==> src/rtl/skt_pkg.sv <==
`timescale 1ns / 1ps
`default_nettype none
// ----------------------------------------------------------------------------
// skt_pkg
// Sizes, operation codes and the stored record type of the sorted key table.
// ----------------------------------------------------------------------------
package skt_pkg;

  localparam int DEPTH      = 16;
  localparam int KEY_BITS   = 10;
  localparam int ID_BITS    = 16;
  localparam int ADDR_BITS  = $clog2(DEPTH);
  localparam int CNT_BITS   = $clog2(DEPTH + 1);
  localparam int ENTRY_BITS = KEY_BITS + ID_BITS;

  localparam logic [1:0] FUNC_INSERT     = 2'd0;
  localparam logic [1:0] FUNC_DELETE     = 2'd1;
  localparam logic [1:0] FUNC_LIST_ALL   = 2'd2;
  localparam logic [1:0] FUNC_LIST_BELOW = 2'd3;

  typedef struct packed {
    logic [KEY_BITS-1:0] key;
    logic [ID_BITS-1:0]  id;
  } entry_t;

endpackage : skt_pkg
`default_nettype wire

==> src/rtl/sorted_key_table_top.sv <==
`timescale 1ns / 1ps
`default_nettype none
// ----------------------------------------------------------------------------
// sorted_key_table_top
// Table of key / identifier records kept in ascending key order, with insert,
// delete, list-all and list-below operations.
// ----------------------------------------------------------------------------
// The table lives in one single-port-read memory and a small sequencer walks
// it one record at a time, presenting the address of each record (S_RD) and
// then evaluating its registered read data (S_EV); in_stall stays high until
// the last result of an operation has been loaded into the output register.
// An insert walks the records at or above the new key, a delete walks up to
// all held records and a list walks all of them, also waiting while the
// result channel is stalled. An insert into a full table or a delete that
// misses changes nothing. A list with no matching record gives one transfer
// with out_empty_res set. Every operation ends with a transfer that has
// out_last set. The table is empty after reset.
// ----------------------------------------------------------------------------
module sorted_key_table_top (
  input  wire logic                         clk,
  input  wire logic                         rst_n,
  // operation channel
  input  wire logic                         in_valid,
  output logic                              in_stall,
  input  wire logic [1:0]                   in_func,
  input  wire logic [skt_pkg::KEY_BITS-1:0] in_key,
  input  wire logic [skt_pkg::ID_BITS-1:0]  in_record_id,
  // result channel
  output logic                              out_valid,
  input  wire logic                         out_stall,
  output logic      [skt_pkg::KEY_BITS-1:0] out_key,
  output logic      [skt_pkg::ID_BITS-1:0]  out_id,
  output logic                              out_done_ok,
  output logic                              out_full_res,
  output logic                              out_empty_res,
  output logic      [skt_pkg::CNT_BITS-1:0] out_entry_count,
  output logic                              out_last
);
  import skt_pkg::*;

  // sequencer states
  localparam logic [1:0] S_IDLE = 2'd0;  // waiting for an operation
  localparam logic [1:0] S_RD   = 2'd1;  // address presented to the memory
  localparam logic [1:0] S_EV   = 2'd2;  // read data of the current record
  localparam logic [1:0] S_FIN  = 2'd3;  // final result of the operation

  logic [1:0]          state_r, state_nxt;
  logic [1:0]          func_r, func_nxt;
  logic [KEY_BITS-1:0] key_r, key_nxt;
  logic [ID_BITS-1:0]  rid_r, rid_nxt;
  logic [CNT_BITS-1:0] count_r, count_nxt;
  logic [CNT_BITS-1:0] idx_r, idx_nxt;
  logic                ok_r, ok_nxt;
  logic                full_r, full_nxt;
  logic                found_r, found_nxt;
  // held-back list entry: emitted once the next match or the end is known
  logic                pend_v_r, pend_v_nxt;
  entry_t              pend_r, pend_nxt;

  // output register
  logic                out_valid_r, out_valid_nxt;
  entry_t              out_ent_r, out_ent_nxt;
  logic                out_ok_r, out_ok_nxt;
  logic                out_full_r, out_full_nxt;
  logic                out_empty_r, out_empty_nxt;
  logic [CNT_BITS-1:0] out_cnt_r, out_cnt_nxt;
  logic                out_last_r, out_last_nxt;

  // memory port
  logic                 wr_en;
  logic [ADDR_BITS-1:0] wr_addr;
  entry_t               wr_data;
  logic [ADDR_BITS-1:0] rd_addr;
  logic [ENTRY_BITS-1:0] rd_raw;
  entry_t               rd_ent;

  logic                is_ins;
  logic                is_list;
  logic                out_free;
  logic                list_match;
  logic [CNT_BITS-1:0] idx_dec;
  logic [CNT_BITS-1:0] idx_inc;

  assign is_ins   = (func_r == FUNC_INSERT);
  assign is_list  = (func_r == FUNC_LIST_ALL) || (func_r == FUNC_LIST_BELOW);
  assign out_free = !out_valid_r || !out_stall;
  assign idx_dec  = idx_r - CNT_BITS'(1);
  assign idx_inc  = idx_r + CNT_BITS'(1);
  assign rd_ent   = entry_t'(rd_raw);

  // insert walks down reading the record below the hole, the others walk up
  assign rd_addr = is_ins ? idx_dec[ADDR_BITS-1:0] : idx_r[ADDR_BITS-1:0];

  assign list_match = (func_r == FUNC_LIST_ALL) || (rd_ent.key < key_r);

  skt_ram #(
    .WIDTH (ENTRY_BITS),
    .DEPTH (DEPTH)
  ) u_table (
    .clk     (clk),
    .wr_en   (wr_en),
    .wr_addr (wr_addr),
    .wr_data (wr_data),
    .rd_addr (rd_addr),
    .rd_data (rd_raw)
  );

  assign in_stall = (state_r != S_IDLE);

  always_comb begin
    state_nxt     = state_r;
    func_nxt      = func_r;
    key_nxt       = key_r;
    rid_nxt       = rid_r;
    count_nxt     = count_r;
    idx_nxt       = idx_r;
    ok_nxt        = ok_r;
    full_nxt      = full_r;
    found_nxt     = found_r;
    pend_v_nxt    = pend_v_r;
    pend_nxt      = pend_r;
    wr_en         = 1'b0;
    wr_addr       = idx_r[ADDR_BITS-1:0];
    wr_data       = rd_ent;

    out_valid_nxt = out_valid_r && out_stall;
    out_ent_nxt   = out_ent_r;
    out_ok_nxt    = out_ok_r;
    out_full_nxt  = out_full_r;
    out_empty_nxt = out_empty_r;
    out_cnt_nxt   = out_cnt_r;
    out_last_nxt  = out_last_r;

    case (state_r)
      S_IDLE: begin
        if (in_valid) begin
          func_nxt   = in_func;
          key_nxt    = in_key;
          rid_nxt    = in_record_id;
          ok_nxt     = 1'b0;
          full_nxt   = 1'b0;
          found_nxt  = 1'b0;
          pend_v_nxt = 1'b0;
          idx_nxt    = '0;
          state_nxt  = S_RD;
          if (in_func == FUNC_INSERT) begin
            idx_nxt = count_r;
            if (count_r == CNT_BITS'(DEPTH)) begin
              full_nxt  = 1'b1;
              state_nxt = S_FIN;
            end
          end
        end
      end

      S_RD: begin
        if (is_ins) begin
          if (idx_r == '0) begin
            // hole reached the bottom of the table
            wr_en     = 1'b1;
            wr_data   = '{key: key_r, id: rid_r};
            count_nxt = count_r + CNT_BITS'(1);
            ok_nxt    = 1'b1;
            state_nxt = S_FIN;
          end else begin
            state_nxt = S_EV;
          end
        end else if (idx_r == count_r) begin
          // walked past the last record
          if (!is_list) begin
            ok_nxt = found_r;
            if (found_r) begin
              count_nxt = count_r - CNT_BITS'(1);
            end
          end
          state_nxt = S_FIN;
        end else begin
          state_nxt = S_EV;
        end
      end

      S_EV: begin
        case (func_r)
          FUNC_INSERT: begin
            wr_en = 1'b1;
            if (rd_ent.key >= key_r) begin
              // shift the record up by one and keep walking down
              idx_nxt   = idx_dec;
              state_nxt = S_RD;
            end else begin
              wr_data   = '{key: key_r, id: rid_r};
              count_nxt = count_r + CNT_BITS'(1);
              ok_nxt    = 1'b1;
              state_nxt = S_FIN;
            end
          end
          FUNC_DELETE: begin
            if (found_r) begin
              // close the gap left by the removed record
              wr_en     = 1'b1;
              wr_addr   = idx_dec[ADDR_BITS-1:0];
              idx_nxt   = idx_inc;
              state_nxt = S_RD;
            end else if (rd_ent.key == key_r) begin
              found_nxt = 1'b1;
              idx_nxt   = idx_inc;
              state_nxt = S_RD;
            end else if (rd_ent.key < key_r) begin
              idx_nxt   = idx_inc;
              state_nxt = S_RD;
            end else begin
              ok_nxt    = 1'b0;
              state_nxt = S_FIN;
            end
          end
          default: begin
            if (list_match && pend_v_r) begin
              // a later match exists, so the held entry is not the last one
              if (out_free) begin
                out_valid_nxt = 1'b1;
                out_ent_nxt   = pend_r;
                out_ok_nxt    = 1'b1;
                out_full_nxt  = 1'b0;
                out_empty_nxt = 1'b0;
                out_cnt_nxt   = count_r;
                out_last_nxt  = 1'b0;
                pend_nxt      = rd_ent;
                idx_nxt       = idx_inc;
                state_nxt     = S_RD;
              end
            end else begin
              if (list_match) begin
                pend_nxt   = rd_ent;
                pend_v_nxt = 1'b1;
              end
              idx_nxt   = idx_inc;
              state_nxt = S_RD;
            end
          end
        endcase
      end

      S_FIN: begin
        if (out_free) begin
          out_valid_nxt = 1'b1;
          out_cnt_nxt   = count_r;
          out_last_nxt  = 1'b1;
          out_full_nxt  = full_r;
          if (is_list) begin
            out_ent_nxt   = pend_v_r ? pend_r : '0;
            out_ok_nxt    = pend_v_r;
            out_empty_nxt = !pend_v_r;
          end else begin
            out_ent_nxt   = '0;
            out_ok_nxt    = ok_r;
            out_empty_nxt = 1'b0;
          end
          state_nxt = S_IDLE;
        end
      end

      default: begin
        state_nxt = S_IDLE;
      end
    endcase
  end

  always_ff @(posedge clk) begin
    if (!rst_n) begin
      state_r     <= S_IDLE;
      count_r     <= '0;
      out_valid_r <= 1'b0;
      ok_r        <= 1'b0;
      full_r      <= 1'b0;
      found_r     <= 1'b0;
      pend_v_r    <= 1'b0;
    end else begin
      state_r     <= state_nxt;
      count_r     <= count_nxt;
      out_valid_r <= out_valid_nxt;
      ok_r        <= ok_nxt;
      full_r      <= full_nxt;
      found_r     <= found_nxt;
      pend_v_r    <= pend_v_nxt;
    end
  end

  // payload registers, no reset needed
  always_ff @(posedge clk) begin
    func_r      <= func_nxt;
    key_r       <= key_nxt;
    rid_r       <= rid_nxt;
    idx_r       <= idx_nxt;
    pend_r      <= pend_nxt;
    out_ent_r   <= out_ent_nxt;
    out_ok_r    <= out_ok_nxt;
    out_full_r  <= out_full_nxt;
    out_empty_r <= out_empty_nxt;
    out_cnt_r   <= out_cnt_nxt;
    out_last_r  <= out_last_nxt;
  end

  assign out_valid       = out_valid_r;
  assign out_key         = out_ent_r.key;
  assign out_id          = out_ent_r.id;
  assign out_done_ok     = out_ok_r;
  assign out_full_res    = out_full_r;
  assign out_empty_res   = out_empty_r;
  assign out_entry_count = out_cnt_r;
  assign out_last        = out_last_r;

endmodule : sorted_key_table_top
`default_nettype wire

==> src/rtl/skt_ram.sv <==
`timescale 1ns / 1ps
`default_nettype none
// ----------------------------------------------------------------------------
// skt_ram
// Generic single write, single read memory with registered read data.
// ----------------------------------------------------------------------------
module skt_ram #(
  parameter int WIDTH = 8,
  parameter int DEPTH = 16,
  localparam int AW = (DEPTH > 1) ? $clog2(DEPTH) : 1
) (
  input  wire logic             clk,
  input  wire logic             wr_en,
  input  wire logic [AW-1:0]    wr_addr,
  input  wire logic [WIDTH-1:0] wr_data,
  input  wire logic [AW-1:0]    rd_addr,
  output logic      [WIDTH-1:0] rd_data
);

  logic [WIDTH-1:0] mem [DEPTH];

  always_ff @(posedge clk) begin
    if (wr_en) begin
      mem[wr_addr] <= wr_data;
    end
    rd_data <= mem[rd_addr];
  end

endmodule : skt_ram
`default_nettype wire
==> config.mk <==
export PLATFORM = sky130hd
export DESIGN_NAME = sorted_key_table_top
export DESIGN_NICKNAME = d
export VERILOG_FILES = /design/src/rtl/skt_pkg.sv /design/src/rtl/sorted_key_table_top.sv /design/src/rtl/skt_ram.sv
export SDC_FILE = /design/constraint.sdc
export NUM_CORES = 1
export LEC_CHECK = 0
export ABC_CLOCK_PERIOD_IN_PS = 12200
export BUFFER_PORTS_ARGS = -buffer_cell sky130_fd_sc_hd__clkbuf_2
export CAP_MARGIN = 20
export CORE_MARGIN = 4
export CORE_UTILIZATION = 40
export DETAILED_ROUTE_END_ITERATION = 16
export SYNTH_ARGS = -nofsm -noshare
export SYNTH_HDL_FRONTEND = slang
export SYNTH_SLANG_ARGS = --single-unit
==> constraint.sdc <==
create_clock -name clk -period 12.2 [get_ports clk]
set_input_delay 0 -clock clk [delete_from_list [all_inputs] [get_ports clk]]
set_output_delay 0 -clock clk [all_outputs]
set_load 0.005 [all_outputs]
# Yosys cells after proc, flatten, opt, wreduce, memory -nomap -nowiden
# Memories as Yosys holds them, arrays and structs flattened. A register that Yosys moved wholly into a read port is not among the register bits.
# Index checks and enable logic that the tools add are counted.
# classes
add_sub_neg,4
order_cmp,2
n_eq_ne,32
muxes,103
bitwise,1
n_reduce_logical,29
# op_table
op,count
26-bit two-way mux,13
26-bit one-hot mux with 2 select lines,2
5-bit two-way mux,18
5-bit one-hot mux with 2 select lines,4
1-bit two-way mux,38
3-bit != test (second input constant),10
2-bit two-way mux,11
2-bit != test (second input constant),11
1-bit one-hot mux with 2 select lines,10
4-bit two-way mux,4
5-bit AND reduction,3
5-bit by 1-bit adder with 5-bit output (second input constant),2
10-bit equality test,1
10-bit >= comparator,1
10-bit less-than comparator,1
5-bit != test (second input constant),2
10-bit AND reduction,1
2-bit nonzero test,5
5-bit by 1-bit subtractor with 5-bit output (second input constant),2
3-bit AND reduction,3
2-bit equality test (second input constant),4
2-bit one-hot mux with 4 select lines,1
7-bit AND reduction,1
2-bit logical NOT,3
other kinds (14),20
# word_totals
ff_bits,106
ram_bits,416
input_bits,32
output_inout_bits,37
wordCells,192
mem_count,1
# memory_table
name,words,width,rd,rd_ports_with_merged_regs,wr,line_no,rtl
u_table.mem,16,26,1,1,1,skt_ram.sv:20,logic [WIDTH-1:0] mem [DEPTH];

# Depth between registers and ports, before layout
# Gate-level depths: netlist of run 1.
# logic_depth
ltp_word,6
ltp_mapped,12
depth_no_buf,8

# Cells and area by module
# Synthesis of run 1 repeated with hierarchy kept, for this count alone.
# hier_totals
cells_unflattened,1074
hier_area_um2,21326.7
# modules_own_cells
mod,instances,cells_each,area_per_inst_um2,seq_area_each_um2
skt_ram,1,686,16377.0,13012.5
sorted_key_table_top,1,388,4949.7,3062.9

# Least setup slack after synthesis of run 1
# No wires, ideal clock.
# synth_path
path_kind,register to register
from,register key_r[5]
to,"register out_ok_r, in the netlist out_done_ok (enable)"
setup_ns,0.463
arrival_time_ns,3.783
required_time_ns,11.737
setup_slack_ns,7.953
stages_incl_launch_ff,8
path_buffers,0
synth_period_minus_slack_ns,4.247
path_cell_list,edfxtp_1 > inv_1 > ha_1 > a21oi_1 > o21ai_0 > a2111oi_0 > o21ai_0 > a21boi_0
# synth_between
elab_chain_cells,5
# synth_lines
item,line_no,rtl
"start, declared",sorted_key_table_top.sv:49,"logic [KEY_BITS-1:0] key_r, key_nxt;"
"start signal, assigned",sorted_key_table_top.sv:291,key_r <= key_nxt;
10-bit less-than comparator,sorted_key_table_top.sv:94,assign list_match = (func_r == FUNC_LIST_ALL) || (rd_ent.key < key_r);
1-bit logical OR,sorted_key_table_top.sv:94,
1-bit logical AND,sorted_key_table_top.sv:217,if (list_match && pend_v_r) begin
2-bit != test (no line),--,
5-bit AND reduction (no line),--,
"end signal, assigned",sorted_key_table_top.sv:296,out_ok_r <= out_ok_nxt;
"end, declared",sorted_key_table_top.sv:63,"logic out_ok_r, out_ok_nxt;"
# No other way between the ends.
# A chain may end at the register's enable or synchronous reset.

# Final worst setup path of run 1
# layout_path
from,register idx_r[0]
to,memory u_table.mem[15][2] (netlist name) (enable)
# layout_between
elab_chain_cells,6
word_cells_on_any_way,10
classes_between,1 x add/sub; 8 x mux; 1 x reduce/logical
# layout_lines
item,line_no,rtl
"start, declared",sorted_key_table_top.sv:52,"logic [CNT_BITS-1:0] idx_r, idx_nxt;"
"start signal, assigned",sorted_key_table_top.sv:293,idx_r <= idx_nxt;
branches (longest 6 deep; another with 5-bit by 1-bit subtractor with 5-bit output),--,
"end, declared",skt_ram.sv:20,
# Several ways; the timed one is not identified.

==> results of run 1 <==
==> worst max-delay path, delay by kind of cell, from the launching register on <==
family	cells	cell delay (ns)
simple gates	4	1.37
buf+inv	3	0.89
flops	1	0.58
fa+ha+maj	1	0.25
compound gates	2	0.76
==> final cells by class <==
cell class,instances,area [sq um],share of cell area
Sequential cell,548,16100,0.647
Multi-Input combinational cell,412,5040,0.203
Clock buffer,74,1550,0.0624
Timing Repair Buffer,130,913,0.0368
Tap cell,688,861,0.0347
Clock inverter,28,318,0.0128
Inverter,23,86.3,0.00348
==> flip-flops by register name (all words and copies together) (netlist names), 2 cells and up <==
| register | count |
|---|---|
| state_r | 2 |
| key_r | 10 |
| out_entry_count | 5 |
| out_key | 10 |
| count_r | 5 |
| func_r | 2 |
| rid_r | 16 |
| idx_r | 5 |
| pend_r | 26 |
| u_table.mem | 416 |
| out_id | 16 |
| u_table.rd_data | 26 |
==> Yosys cell counts (all sizes together) (4+ instances only) <==
cell type and instances:
xnor2 6, inv 23, a21oi 10, ha 21, a22o 26, o21ai 27
nor2b 27, buf 24, nand3 11, mux2i 6, nor4 4, mux4 130
nor2 34, nor3 11, nand2b 6, nand2 35, and2 5, clkbuf 20
edfxtp 510, dfxtp 38, xor2 7, a21boi 5
==> power groups by stage <==
stage | Clock (mW) | Sequential [mW] | Combinational (mW)
CTS | 1.76 | 2.69 | 1.85
finish | 1.72 | 2.69 | 1.83
global route | 1.84 | 2.71 | 1.99
global placement | 0 | 2.73 | 1.80
detailed placement | 0 | 2.73 | 1.84
floorplan | 0 | 2.67 | 1.36
==> layer usage <==
| metal | wire length, um | track usage |
|---|---|---|
| met5 | 0 | 0 |
| met4 | 1060 | 0.0498 |
| met3 | 2480 | 0.0247 |
| met2 | 23800 | 0.282 |
| met1 | 20100 | 0.232 |
==> logic make-up after synthesis <==
group | Yosys count | share of synthesized area
compound gates | 91 | 0.0317
xor+xnor | 13 | 0.00536
fa+ha+maj | 21 | 0.0124
buf+inv | 67 | 0.0152
flops | 548 | 0.757
mux | 137 | 0.142
simple gates | 150 | 0.0362
==> timing repair <==
item,4_1_cts,5_1_grt
hold buffers,32,0
resized for setup,0,0
hold endpoints to repair,45,0
==> through the flow <==
step | area (sq um) | std cells | hold slack [ns]
finish | 24800 | 1903 | 0.103
global route | 24800 | 1903 | 0.0882
CTS | 24800 | 1902 | 0.0636
detailed placement | 22600 | 1768 | 0.179
global placement | 22600 | 1766 | 0.180
floorplan | 21200 | 1027 | 0.0989
==> path summary, 6_finish.rpt <==
kind	from	end
max	idx_r[0]	u_table.mem[15][2]
min	in_record_id[13]	rid_r[13]
max reg2reg	idx_r[0]	u_table.mem[15][2]
min reg2reg	u_table.rd_data[2]	pend_r[2]
==> flow_summary.yaml, run 1 <==
pwr:
  clkPwrFrac: 0.276
  p_int_mw: 4.37
  p_sw_mw: 1.87
  seq_power_share: 0.432
  combPwrFrac: 0.293
  pwr_density_cell_nw_per_um2: 251
  peakVddDrop_uv: 188
  switching_share: 0.299
  p_total_mw: 6.24
  p_leak_nw: 8.19
worst_setup_path:
  path_class: "reg -> reg"
  end_kind: "flip-flop"
  cp-start-kind: "flip-flop"
  cp_data_arrival_time_ns: 4.45
  path_max_fanout: 15
  reg2reg_slack_ns: 8.03
  crit_required_ns: 12.48
  cp_slowest_cell: "edfxtp_1"
  worstPathCellList: "inv_1 -> ha_1 -> or3b_1 -> nor4_1 -> nand2_1 -> a21boi_0 -> o21ai_0 -> buf_2 -> nor2_4 -> buf_4"
  worst_path_largest_cell_delay_ns: 0.58
  reg2reg_depth: 10
clock_network:
  cts_tree: "built"
  clkSinkCount: 548
  clockBufferDepth: 3
  htreeDepth: 2
  cts_buffers: 54
  clkTransAtPathRegs_ns: 0.06
  cts_root_buf: "clkbuf_16"
  worstSkewPairLatency_ns: 0.60
  postCtsSetupBuffers: 0
final_layout:
  fillers: 4347
  diodes: 0
  layout-drive-gt1-share: 0.279
  fin_nets: 1222
  final_cell_mix: "edfxtp_1, mux4_2, clkbuf_2"
  syn_to_final_growth_pct: 17.0
  mostFrequentLayoutCell: "edfxtp_1"
  final_util: 0.473
sta:
  setup_tns_ns: 0
  fin_crit_sh: 0.342
  worst_slack_ns: 8.03
  tightest_slew_ns: 1.02
  maxSlewHeadroom: 0.321
  fin_skew_ns: 0.0112
  drv_slew: 0
  rsz0062_at_grt: "false"
  hold_violations: 0
  setup_violations: 0
  final.min_clock_period_ns: 4.17
  clock.fmax_mhz: 240
logic_synthesis:
  synth.distinct_cells: 57
  syn_nets: 1080
  synth_ff_type: "edfxtp_1"
  async_reset_ff_frac: 0
  avgSynthCellArea_sq_um: 20.7
  synth_edf_count: 510
  synth_area_leaders: "edfxtp_1, mux4_2, dfxtp_1"
  synth_top_area_share: 0.721
  netlist_area_sq_um: 21200
  yosysSeqAreaShare: 0.757
  yosys_warnings: 0
  ys_seq_elements: 548
  syn_inst: 1027
  synth_top_area_cell: "edfxtp_1"
grt:
  grt_usage: 0.168
  grt_start_max_net_pins: 105
  grt_pass1_vias: 10600
  antenna_found_initial: 0
  grt_pass1_wl_um: 70500
  grt_overflow: 0
min_path:
  min_path_type: "in -> reg"
  whs_path_depth: 2
floorplanning:
  rows: 84
  core_area_sq_um: 52600
  die_h_um: 238
  initial_core_util: 0.404
  dieArea_sq_um: 56800
  die_width_um: 238
  io-pin-count: 69
placement:
  pre_cts_slack_ns: 8.05
  hpwl_um: 25400
  gp_congestion: 0.760
  port_buffers: 68
detailed_routing:
  viasPerCell: 5.47
  via_count: 10400
  dr.pass1.iters: 5
  wirelength_um: 47500
  drtAntennaViolNets: 0
  wl_per_cell_um: 25.0
  drc: 0
  drtIter0Drc: 887
run_status:
  run_status: "complete, no violations"
flow_run:
  drv_cap: 0
Power figures use the tool's default switching activity.
==> run 2, diff against run 1 <==
- ABC_CLOCK_PERIOD_IN_PS: 12200 -> 3400
- clock period: 12.2 -> 3.4 ns (I/O delays scaled with it)
==> flow_summary.yaml, run 2 (synthesized netlist as in run 1, its figures left out) <==
final_layout:
  diodes: 0
  fin_nets: 1252
  largest_reg_flops: 416
  final_cell_mix: "edfxtp_1, mux4_2, clkbuf_2"
  top_register: "u_table.mem"
  top_regs: "u_table.mem (416), pend_r (26), u_table.rd_data (26)"
  mostFrequentLayoutCell: "edfxtp_1"
  layout-drive-gt1-share: 0.295
  fillers: 4321
  final_util: 0.483
  syn_to_final_growth_pct: 19.6
clock_network:
  cts_root_buf: "clkbuf_16"
  clkSinkCount: 548
  postCtsSetupBuffers: 0
  worstSkewPairLatency_ns: 0.62
  cts_resized: 0
  htreeDepth: 2
  cts_buffers: 54
  clkTransAtPathRegs_ns: 0.06
  clockBufferDepth: 3
  cts_tree: "built"
sta:
  drv_slew: 0
  whs_ns: 0.104
  rsz0062_at_grt: "false"
  setup_tns_ns: 0
  fin_crit_sh: 0.923
  tightest_slew_ns: 0.968
  setup_violations: 0
  hold_violations: 0
  fin_skew_ns: 0.0138
  clock.fmax_mhz: 319
  final.min_clock_period_ns: 3.14
  maxSlewHeadroom: 0.351
min_path:
  min_to: "rid_r[14]"
  whs_path_depth: 2
  min_path_type: "in -> reg"
  hold_start: "in_record_id[14]"
detailed_routing:
  drtAntennaViolNets: 0
  viasPerCell: 5.41
  wirelength_um: 47600
  dr.pass1.iters: 5
  drc: 0
  wl_per_cell_um: 24.6
  via_count: 10400
  drtIter0Drc: 892
grt:
  antenna_found_initial: 0
  grt_overflow: 0
  grt_pass1_vias: 10900
  grt_pass1_wl_um: 71100
  grt_usage: 0.169
  grt_start_max_net_pins: 44
pwr:
  p_leak_nw: 8.41
  pwr_density_cell_nw_per_um2: 892
  peakVddDrop_uv: 470
worst_setup_path:
  reg2reg_slack_ns: 0.26
  path_class: "reg -> reg"
  rr_endpoint: "u_table.mem[9][2]"
  crit_required_ns: 3.74
  cp_slowest_cell: "a22o_1"
  cpLargestDelayFamily: "compound AO/OA/AOI/OAI gates"
  worstPathCellList: "inv_1 -> ha_1 -> nand4_1 -> a211oi_1 -> a2111o_1 -> o31ai_1 -> nand3_1 -> buf_4 -> a22o_1"
  critical_path_buf_inv_count: 2
  cp_data_arrival_time_ns: 3.47
  cp-start-kind: "flip-flop"
  end_kind: "flip-flop"
  r2r_start: "key_r[5]"
  worst_path_largest_cell_delay_ns: 0.55
  reg2reg_depth: 9
  path_max_fanout: 26
floorplanning:
  io-pin-count: 69
  initial_core_util: 0.404
  die_h_um: 238
  die_width_um: 238
  core_area_sq_um: 52600
  rows: 84
  dieArea_sq_um: 56800
flow_run:
  drv_cap: 0
placement:
  hpwl_um: 25800
  port_buffers: 68
  gp_congestion: 0.800
run_status:
  run_status: "complete, no violations"
==> run 2: power breakdown <==
group | switching, mW | internal, mW
Sequential | 0.339 | 9.27
Clock | 2.53 | 3.60
Combinational | 3.81 | 3.10
Total | 6.68 | 16.0
==> run 2: per-layer routing <==
metal,global-route usage,vias up,wire length [um]
met5,0,-,0
met4,0.0531,0,1260
met3,0.0288,81,2390
met2,0.275,274,23200
met1,0.235,5510,20800
li1,-,4584,-
==> run 2: how the worst max path moves through the flow <==
stage | from | end | slack (ns) | cells past startpoint
after global placement | key_r[5] | u_table.mem[9][18] | 0.38 | 9
after detailed placement | key_r[5] | u_table.mem[11][18] | 0.28 | 9
after floorplan | idx_r[0] | u_table.mem[0][0] | -0.35 | 10
after global routing | key_r[5] | u_table.mem[6][18] | 0.05 | 9
after CTS | key_r[5] | u_table.mem[6][18] | 0.26 | 9
final | key_r[5] | u_table.mem[9][2] | 0.26 | 9
==> run 2: timing repair <==
action | 4_1_cts | 5_1_grt
hold buffers | 32 | 0
setup endpoints to repair | 0 | 0
endpoints found under the hold margin | 45 | 0
==> run 2: metrics by stage <==
step | setup slack, ns | total power, mW | std cells | cell area [sq um]
3_3_place_gp | 0.381 | 16.6 | 1799 | 23200
2_1_floorplan | -0.346 | 14.4 | 1027 | 21300
4_1_cts | 0.260 | 22.9 | 1933 | 25400
5_1_grt | 0.0483 | 23.8 | 1933 | 25400
3_5_place_dp | 0.283 | 16.7 | 1799 | 23200
6_report | 0.261 | 22.6 | 1933 | 25400
==> run 2: layout make-up <==
cell class	count	area [sq um]	area share
Inverter	23	86.3	0.00340
Tap cell	688	861	0.0339
Clock buffer	67	1420	0.0559
Timing Repair Buffer	160	1490	0.0585
Sequential cell	548	16100	0.633
Clock inverter	35	423	0.0167
Multi-Input combinational cell	412	5040	0.198
